===== src/rtl/avr_pkg.sv =====
// avr_pkg: shared constants, register codes and cordic arctangent table
// for the axis-angle vector rotation block; no dependencies
package avr_pkg;

    localparam int VEC_WIDTH_DEF      = 32;
    localparam int TRIG_FRAC_BITS_DEF = 16;
    localparam int AXIS_WIDTH         = 18;
    localparam int AXIS_FRAC          = 16;
    localparam int ANGLE_WIDTH        = 16;
    localparam int CFG_INDEX_WIDTH    = 2;
    localparam int CORDIC_ITERS       = 30;
    localparam int CORDIC_FRAC        = 30;
    localparam int CORDIC_WIDTH       = 34;
    localparam int CORDIC_Z_WIDTH     = 33;
    localparam int ITER_WIDTH         = 5;
    localparam logic signed [CORDIC_WIDTH-1:0] CORDIC_GAIN = 34'sd652032874;

    localparam logic [CFG_INDEX_WIDTH-1:0] REG_AXIS_X = 2'd0;
    localparam logic [CFG_INDEX_WIDTH-1:0] REG_AXIS_Y = 2'd1;
    localparam logic [CFG_INDEX_WIDTH-1:0] REG_AXIS_Z = 2'd2;
    localparam logic [CFG_INDEX_WIDTH-1:0] REG_ANGLE  = 2'd3;

    localparam logic signed [AXIS_WIDTH-1:0] AXIS_Z_RESET = 18'sd65536;

    function automatic logic signed [CORDIC_Z_WIDTH-1:0] atan_turn(input logic [ITER_WIDTH-1:0] i);
        logic signed [CORDIC_Z_WIDTH-1:0] r;
        case (i)
            5'd0:    r = 33'sd536870912;
            5'd1:    r = 33'sd316933406;
            5'd2:    r = 33'sd167458907;
            5'd3:    r = 33'sd85004756;
            5'd4:    r = 33'sd42667331;
            5'd5:    r = 33'sd21354465;
            5'd6:    r = 33'sd10679838;
            5'd7:    r = 33'sd5340245;
            5'd8:    r = 33'sd2670163;
            5'd9:    r = 33'sd1335087;
            5'd10:   r = 33'sd667544;
            5'd11:   r = 33'sd333772;
            5'd12:   r = 33'sd166886;
            5'd13:   r = 33'sd83443;
            5'd14:   r = 33'sd41722;
            5'd15:   r = 33'sd20861;
            5'd16:   r = 33'sd10430;
            5'd17:   r = 33'sd5215;
            5'd18:   r = 33'sd2608;
            5'd19:   r = 33'sd1304;
            5'd20:   r = 33'sd652;
            5'd21:   r = 33'sd326;
            5'd22:   r = 33'sd163;
            5'd23:   r = 33'sd81;
            5'd24:   r = 33'sd41;
            5'd25:   r = 33'sd20;
            5'd26:   r = 33'sd10;
            5'd27:   r = 33'sd5;
            5'd28:   r = 33'sd3;
            5'd29:   r = 33'sd1;
            default: r = '0;
        endcase
        return r;
    endfunction

endpackage


===== src/rtl/avr_trig.sv =====
// avr_trig: iterative cordic producing cosine and sine of the binary angle
// depends on avr_pkg
module avr_trig
    import avr_pkg::*;
#(
    parameter int TRIG_FRAC_BITS = TRIG_FRAC_BITS_DEF
)
(
    input  logic                          clk,
    input  logic                          rst_n,
    input  logic                          start,
    input  logic [ANGLE_WIDTH-1:0]        angle,
    output logic                          busy,
    output logic signed [TRIG_FRAC_BITS+1:0] cos_val,
    output logic signed [TRIG_FRAC_BITS+1:0] sin_val
);

    localparam int TW = TRIG_FRAC_BITS + 2;
    localparam int RS = CORDIC_FRAC - TRIG_FRAC_BITS;
    localparam logic signed [CORDIC_WIDTH-1:0] HALF = CORDIC_WIDTH'(1) <<< (RS - 1);
    localparam logic signed [TW:0] TMAX = (TW+1)'((2 << TRIG_FRAC_BITS) - 1);
    localparam logic signed [TW:0] TMIN = -TMAX - (TW+1)'(1);
    localparam logic signed [TW-1:0] ONE = TW'(1 << TRIG_FRAC_BITS);

    logic                             busy_reg, busy_next;
    logic                             zero_reg, zero_next;
    logic [1:0]                       quad_reg, quad_next;
    logic [ITER_WIDTH-1:0]            iter_reg, iter_next;
    logic signed [CORDIC_WIDTH-1:0]   x_reg, x_next, y_reg, y_next;
    logic signed [CORDIC_Z_WIDTH-1:0] z_reg, z_next;
    logic signed [TW-1:0]             cos_reg, cos_next, sin_reg, sin_next;

    function automatic logic signed [TW-1:0] sat_tw(input logic signed [CORDIC_WIDTH-1:0] v);
        logic signed [TW-1:0] r;
        if (v > CORDIC_WIDTH'(TMAX))
            r = TMAX[TW-1:0];
        else if (v < CORDIC_WIDTH'(TMIN))
            r = TMIN[TW-1:0];
        else
            r = v[TW-1:0];
        return r;
    endfunction

    logic signed [CORDIC_WIDTH-1:0] dx, dy, xr, yr;
    logic signed [TW-1:0]           c0, s0;
    logic signed [CORDIC_WIDTH-1:0] c0w, s0w;

    always_comb
    begin
        dx = y_reg >>> iter_reg;
        dy = x_reg >>> iter_reg;
        xr = (x_reg + HALF) >>> RS;
        yr = (y_reg + HALF) >>> RS;
        if (zero_reg)
        begin
            c0 = ONE;
            s0 = '0;
        end
        else
        begin
            c0 = sat_tw(xr);
            s0 = sat_tw(yr);
        end
        c0w = CORDIC_WIDTH'(c0);
        s0w = CORDIC_WIDTH'(s0);

        busy_next = busy_reg;
        zero_next = zero_reg;
        quad_next = quad_reg;
        iter_next = iter_reg;
        x_next    = x_reg;
        y_next    = y_reg;
        z_next    = z_reg;
        cos_next  = cos_reg;
        sin_next  = sin_reg;

        if (start)
        begin
            busy_next = 1'b1;
            quad_next = angle[ANGLE_WIDTH-1 -: 2];
            zero_next = (angle[ANGLE_WIDTH-3:0] == '0);
            iter_next = '0;
            x_next    = CORDIC_GAIN;
            y_next    = '0;
            z_next    = CORDIC_Z_WIDTH'(angle[ANGLE_WIDTH-3:0]) <<< 16;
        end
        else if (busy_reg)
        begin
            if (zero_reg || iter_reg == ITER_WIDTH'(CORDIC_ITERS))
            begin
                busy_next = 1'b0;
                case (quad_reg)
                    2'd0:
                    begin
                        cos_next = c0;
                        sin_next = s0;
                    end
                    2'd1:
                    begin
                        cos_next = sat_tw(-s0w);
                        sin_next = c0;
                    end
                    2'd2:
                    begin
                        cos_next = sat_tw(-c0w);
                        sin_next = sat_tw(-s0w);
                    end
                    default:
                    begin
                        cos_next = s0;
                        sin_next = sat_tw(-c0w);
                    end
                endcase
            end
            else
            begin
                if (z_reg >= 0)
                begin
                    x_next = x_reg - dx;
                    y_next = y_reg + dy;
                    z_next = z_reg - atan_turn(iter_reg);
                end
                else
                begin
                    x_next = x_reg + dx;
                    y_next = y_reg - dy;
                    z_next = z_reg + atan_turn(iter_reg);
                end
                iter_next = iter_reg + ITER_WIDTH'(1);
            end
        end
    end

    always_ff @(posedge clk or negedge rst_n)
    begin
        if (!rst_n)
        begin
            busy_reg <= 1'b0;
            zero_reg <= 1'b1;
            quad_reg <= '0;
            iter_reg <= '0;
            cos_reg  <= ONE;
            sin_reg  <= '0;
        end
        else
        begin
            busy_reg <= busy_next;
            zero_reg <= zero_next;
            quad_reg <= quad_next;
            iter_reg <= iter_next;
            cos_reg  <= cos_next;
            sin_reg  <= sin_next;
        end
    end

    always_ff @(posedge clk)
    begin
        x_reg <= x_next;
        y_reg <= y_next;
        z_reg <= z_next;
    end

    assign busy    = busy_reg;
    assign cos_val = cos_reg;
    assign sin_val = sin_reg;

endmodule


===== config.mk =====
export PLATFORM = sky130hd
export DESIGN_NAME = avr_trig
export DESIGN_NICKNAME = d
export VERILOG_FILES = /design/src/rtl/avr_pkg.sv /design/src/rtl/avr_trig.sv
export SDC_FILE = /design/constraint.sdc
export NUM_CORES = 1
export LEC_CHECK = 0
export BUFFER_PORTS_ARGS = -buffer_cell sky130_fd_sc_hd__buf_2
export CAP_MARGIN = 20
export CORE_UTILIZATION = 30
export CTS_BUF_LIST = sky130_fd_sc_hd__clkbuf_8
export CTS_CLUSTER_SIZE = 25
export DETAILED_ROUTE_END_ITERATION = 10
export PLACE_DENSITY = 0.47
export SLEW_MARGIN = 0
export SYNTH_ARGS = -nofsm -noshare
export SYNTH_HDL_FRONTEND = slang
export SYNTH_SLANG_ARGS = --single-unit

===== constraint.sdc =====
create_clock -name clk -period 19.7 [get_ports clk]
set_clock_uncertainty 0.1 [all_clocks]
set_input_delay 3.94 -clock clk [delete_from_list [all_inputs] [get_ports clk]]
set_output_delay 3.94 -clock clk [all_outputs]
set_load 0.05 [all_outputs]

Word-level counts from Yosys, hierarchy flattened
Memory sizes are Yosys's and may differ from the RTL's.
Cells that the tools add are included.

word-level totals
  output and inout bits = 37
  input bits = 19
  logic and storage cells = 79
  memories = 2
  memory bits (read-only) = 1920
  register bits after elaboration = 146

operators by class
  bitwise operators = 2
  reductions and logical operators = 7
  mux-type cells = 32
  add/sub/neg operators = 11
  order comparisons = 9
  eq/ne operators = 4
  shifts and indexed selects = 2

memory list
  memory           words  width  read ports  clocked after Yosys merged registers in  wr ports  line           source
  (no name shown)  32     30     1           0                                        0         avr_pkg.sv:27  case (i)
  (no name shown)  32     30     1           0                                        0         avr_pkg.sv:27

operators with widths
  cell                                                                                  count
  33-bit 2-to-1 mux                                                                     9
  18-bit 2-to-1 mux                                                                     10
  18-bit case mux with 3 select lines                                                   2
  30-bit 2-to-1 mux                                                                     3
  34-bit by 15-bit adder with 34-bit output, second input constant                      2
  34-bit adder                                                                          2
  34-bit by 18-bit greater-than comparator with 1-bit output, second input constant     2
  34-bit by 18-bit < comparator with 1-bit output, second input constant                2
  34-bit 2-to-1 mux                                                                     2
  18-bit negation with 34-bit output                                                    2
  34-bit by 5-bit >>> shifter with 34-bit output                                        2
  34-bit subtractor                                                                     2
  20-bit by 18-bit greater-than comparator with 1-bit output, second input constant     2
  20-bit by 18-bit < comparator with 1-bit output, second input constant                2
  33-bit adder                                                                          1
  33-bit by 1-bit greater-or-equal comparator with 1-bit output, second input constant  1
  33-bit subtractor                                                                     1
  5-bit 2-to-1 mux                                                                      3
  14-bit logical NOT                                                                    1
  5-bit by 1-bit adder with 5-bit output, second input constant                         1
  5-bit == test, second input constant                                                  1
  2-bit AND reduction                                                                   2
  1-bit 2-to-1 mux                                                                      3
  3-bit AND reduction                                                                   1
  7 further kinds                                                                       8

Longest topological paths before layout
  depth after elaboration = 10
  mapped depth = 28
  gate-level depth less buffers = 24

Least setup slack after synthesis
Ideal clock, no wire load.

  kind = reg2reg
  from = register iter_reg[1]
  to = register z_reg[26] (data pin)
  data required time = 19344 ps
  setup time = 256 ps
  slack = 13301 ps
  arrival time = 6042 ps
  path buffers = 4
  stages on the path, launching flop included = 29
  path through = dfrtp_1 > buf_2 > clkinv_1 > buf_2 > clkbuf_1 > ha_1 > clkbuf_1 > nand2_1 > a21o_1 > o21ai_0 > a21oi_1 > ha_1 > nand3_1 > or2_2 > or4_1 > nand2_2 > xor2_1 > ha_1 > a21oi_1 > nand2_1 > and4_1 > and3_1 > a211oi_1 > o31ai_1 > a31oi_1 > o21bai_1 > a21oi_1 > xnor2_1 > a22o_1

between the ends
  longest elaborated chain between the ends = 10
  elaborated cells between the ends (all ways) = 16

RTL lines
  what                                               line                              source
  start: declaration                                 avr_trig.sv:28                    logic [ITER_WIDTH-1:0] iter_reg, iter_next;
  start signal: assignment                           avr_trig.sv:150                   iter_reg <= iter_next;
  memory read 32 x 30 bit                            -
  33-bit 2-to-1 mux                                  avr_trig.sv:117                   if (z_reg >= 0)
  33-bit 2-to-1 mux                                  avr_trig.sv:89                    if (zero_reg || iter_reg == ITER_WIDTH'(CORDIC_ITERS))
  33-bit 2-to-1 mux                                  avr_trig.sv:87                    else if (busy_reg)
  33-bit 2-to-1 mux                                  avr_trig.sv:77                    if (start)
  33-bit adder or 33-bit subtractor (tied branches)  avr_trig.sv:127, avr_trig.sv:121
  33-bit 2-to-1 mux *                                avr_trig.sv:117
  30-bit 2-to-1 mux *                                avr_trig.sv:89
  30-bit 2-to-1 mux *                                avr_trig.sv:87
  30-bit 2-to-1 mux *                                avr_trig.sv:77
  net z_next[26]                                     avr_trig.sv:30                    logic signed [CORDIC_Z_WIDTH-1:0] z_reg, z_next;
  end signal: assignment                             avr_trig.sv:160                   z_reg <= z_next;
  end: declaration                                   avr_trig.sv:30

The timed path passes the listed nets; every way through them passes the cells marked *. The select of a mux whose other input is x is not followed.
A chain may end at the register's enable or synchronous reset.

Final worst setup path
  from = register iter_reg[3]
  to = register x_reg[33]

between the ends
  longest elaborated chain between the ends = 4
  elaborated cells between the ends (all ways) = 8

RTL lines
  what                                                  line             source
  branches (longest 4 deep; another with 34-bit adder)  -
  end signal: assignment                                avr_trig.sv:158  x_reg <= x_next;
  end: declaration                                      avr_trig.sv:29   logic signed [CORDIC_WIDTH-1:0] x_reg, x_next, y_reg, y_next;

Several ways; the timed one is not identified.

==> results.md <==
Critical path
* 11.56 ns — Register-to-Register Setup Slack
* simple AND/OR/NAND/NOR gates — largest delay contributor family on the critical path
* 24 — depth of the most critical reg-to-reg path
* 8.53 ns — worst path arrival time
* o21ai_0 — critical path's most frequent cell
* iter_reg[3] — FF-to-FF Start
* 0.89 ns — Largest stage delay, worst path
* 24 — count of cell instances traversed by the critical path
* x_reg[33] — endpoint of the most critical setup path
* x_reg[33] — destination of the worst register-to-register timing path
* register — Startpoint Class
* register to register — Setup CP Type
* 20.09 ns — worst path required time
* 57 — maximum fanout encountered on the critical timing path
* a2111oi_0 — critical path's slowest cell
* 2 — combined buffer and inverter count along the critical path
* iter_reg[3] — crit path launch
* buf_4 > nor2_1 > buf_4 > nand2_1 > o2bb2ai_1 > nor4_2 > ha_1 > nand4_1 > or3_1 > or2_1 > nand2_1 > xor2_1 > ha_1 > o21ai_0 > o21ai_0 > a41o_1 > a2111oi_0 > o21a_1 > nor3_1 > a31oi_1 > o21ai_0 > and2_1 > mux2i_1 > mux2_1 — list of cells traversed by the critical path
* register — crit path capture type

Die
* 97 — standard-cell rows
* 30.4% — Initial Utilization
* 56 — ports placed on the boundary
* 268 um — die span in y
* 268 um — die width
* 70,000 um^2 — core area
* 71,900 um^2 — die area

Place
* 0.985 — GPL Wtd Cong
* 55 — input/output buffers
* 64,100 um — placed wire-length estimate after detailed placement
* 11.71 ns — setup slack at placement
* 22,200 um^2 — post-place instance area

Timing
* 0 — hold violation count in the final report
* no — RSZ-0062 raised after global routing
* 0.367 ns — hold_ws
* 1.13 ns — Tightest Pin Transition
* 0 — final-report max-slew violation count
* 123 MHz — achievable clock frequency
* 0 — number of setup violations in the final report
* 8.14 ns — Final Critical Period
* 11.56 ns — least setup slack across all paths after layout
* 23.9% — max_slew headroom
* 41.3% — crit share post-route
* 0 ns — Post-Route Setup TNS

Power and ir drop
* 0.00266 W — Sw Pwr
* 0.0000946 V — peak ir drop on the vdd network
* 213 nW/um^2 — total power density per cell area
* 8.92 nW — leak pwr
* 0.00482 W — Overall Power
* 5.6% — clock network fraction of total power
* 55.2% — proportion of total power due to net switching
* 12.3% — fraction of power consumed by sequential logic
* 82.1% — combinational group share of total power
* 0.00216 W — internal power

Clock tree
* 146 — number of sinks on the clock net
* 4 — # H-tree levels
* built — clock tree from TritonCTS
* clkbuf_8 — root buffer selected by CTS
* 0 — post-cts sizing count
* 0 — post-cts hold buffer count
* 2 — buffer depth of the longest clock path
* 0.60 ns — clk_lat worst skew
* 0 — number of buffers inserted to repair setup after CTS
* 0.11 ns — Clk pin slew, worst setup/hold paths
* 17 — number of buffers inserted during clock tree synthesis

Routing
* 6.05 — average via count per standard cell
* 0 — count of nets left with antenna violations after detail routing
* 0 — final routed DRC violation total
* 87,800 um — final routed wirelength across all metal layers
* 22,200 — number of vias in the routed layout
* 2,286 — DR iter-0 viols
* 8 — TritonRoute pass-1 iters
* 23.9 um — DR WL/cell

Finish
* 2,853 — Nets
* 6.44% — Area Overhead vs Synth
* 22,600 um^2 — final instance area
* 11.2% — layout cells sized above 1
* 7,560 — total of fill cells in the finished design

Synthesis
* 0 — synth warn
* 21,300 um^2 — area of the mapped netlist
* 2,803 — synthesized netlist cell count
* dfxtp_1 — area leader, netlist
* nand2_1 — most used standard cell by instance count after synthesis
* dfxtp_1 — primary flip-flop cell chosen by synthesis mapping
* 146 — Seq cells post-synth
* nand2_1, nor2_1, a21oi_1 — Commonest cells post-synth
* 15.5% — register area share after synthesis
* dfxtp_1, ha_1, mux4_2 — synth top area cells
* 14 — number of flops mapped to enable cells by yosys
* 30.8% — fraction of registers with async set or reset after synthesis
* 7.58 um^2 — post-synthesis average cell area
* 107 — unique cell type count in the Yosys netlist
* 2,938 — syn nets
* 8.19% — share of the synthesized area in the top cell type

GRT
* 74 — pin count of the biggest net entering global routing
* 24.2% — Global Route Usage Sum
* 0 — remaining global-route overflow
* 133,000 um — global-route wire length before repair
* 3 — initial antenna violation count
* 21,164 — via count of the first global-routing pass

Run status
* completed — outcome

Job
* 0 — number of maximum-capacitance violations

Min path
* register to register — classification of the worst-slack hold path

==> layout make-up <==
type / instances / area [um^2] / share of cell area (%)
multi-input cells: 2388 / 16800 / 74.3
flip-flops and latches: 146 / 3310 / 14.6
well taps: 940 / 1180 / 5.20
repair buffers: 116 / 739 / 3.27
clock buffers: 17 / 234 / 1.03
inverters: 49 / 184 / 0.813
clock inverters: 15 / 170 / 0.752
diodes: 1 / 2.50 / 0.0111
==> worst min path at each step <==
stage	startpoint	endpoint	cells after the start
after floorplan	z_reg[12]	z_reg[12]	2
after global placement	z_reg[3]	z_reg[3]	2
after detailed placement	z_reg[10]	z_reg[10]	2
after CTS	z_reg[10]	z_reg[10]	2
after global routing	z_reg[10]	z_reg[10]	2
final	z_reg[10]	z_reg[10]	2
==> tightest hold or removal path, stage by stage (launching register included) <==
cell	delay [ns]
dfxtp_1	0.33
nand2_1	0.05
a21oi_1	0.05
==> cells in the final DEF, fill, tap and decap left out, types with 46 or more instances in the layout <==
| master | instances |
|---|---|
| o21ai_0 | 174 |
| buf_2 | 54 |
| nand2_1 | 333 |
| nor2_1 | 229 |
| mux4_2 | 57 |
| a211oi_1 | 46 |
| mux2i_1 | 89 |
| xor2_1 | 93 |
| nand3_1 | 64 |
| a21oi_1 | 229 |
| xnor2_1 | 142 |
| nor3_1 | 56 |
| ha_1 | 113 |
| buf_4 | 61 |
| a21o_1 | 49 |
| dfxtp_1 | 86 |
==> power by group through the flow <==
stage          sequential [W]  combinational (W)  clock, W
3_5_place_dp         0.000593            0.00389         0
2_1_floorplan        0.000540            0.00300         0
6_report             0.000592            0.00396  0.000272
3_3_place_gp         0.000591            0.00388         0
5_1_grt              0.000600            0.00437  0.000294
4_1_cts              0.000586            0.00392  0.000287
==> per-stage QoR <==
step / cells / utilization [%]
global route: 3672 / 32.3
finish: 3672 / 32.3
floorplan: 2803 / -
detailed placement: 3639 / 31.7
global placement: 3638 / 31.7
CTS: 3671 / 32.3
==> routing by layer <==
metal | up-vias | GRT usage, % | routed length (um)
met5 | - | 0 | 14
met4 | 2 | 11.4 | 4040
met3 | 219 | 4.55 | 6030
met2 | 962 | 38.2 | 39300
met1 | 10731 | 31.7 | 38400
li1 | 10286 | - | -
==> cell families after synthesis <==
group	Yosys count	share of synthesized area (%)
compound gates	890	27.6
simple gates	952	21.5
fa+ha+maj	117	6.98
flops	146	15.5
xor+xnor	235	9.68
buf+inv	269	5.53
mux	194	13.3
Note: power is estimated with default switching activity, not from simulation.
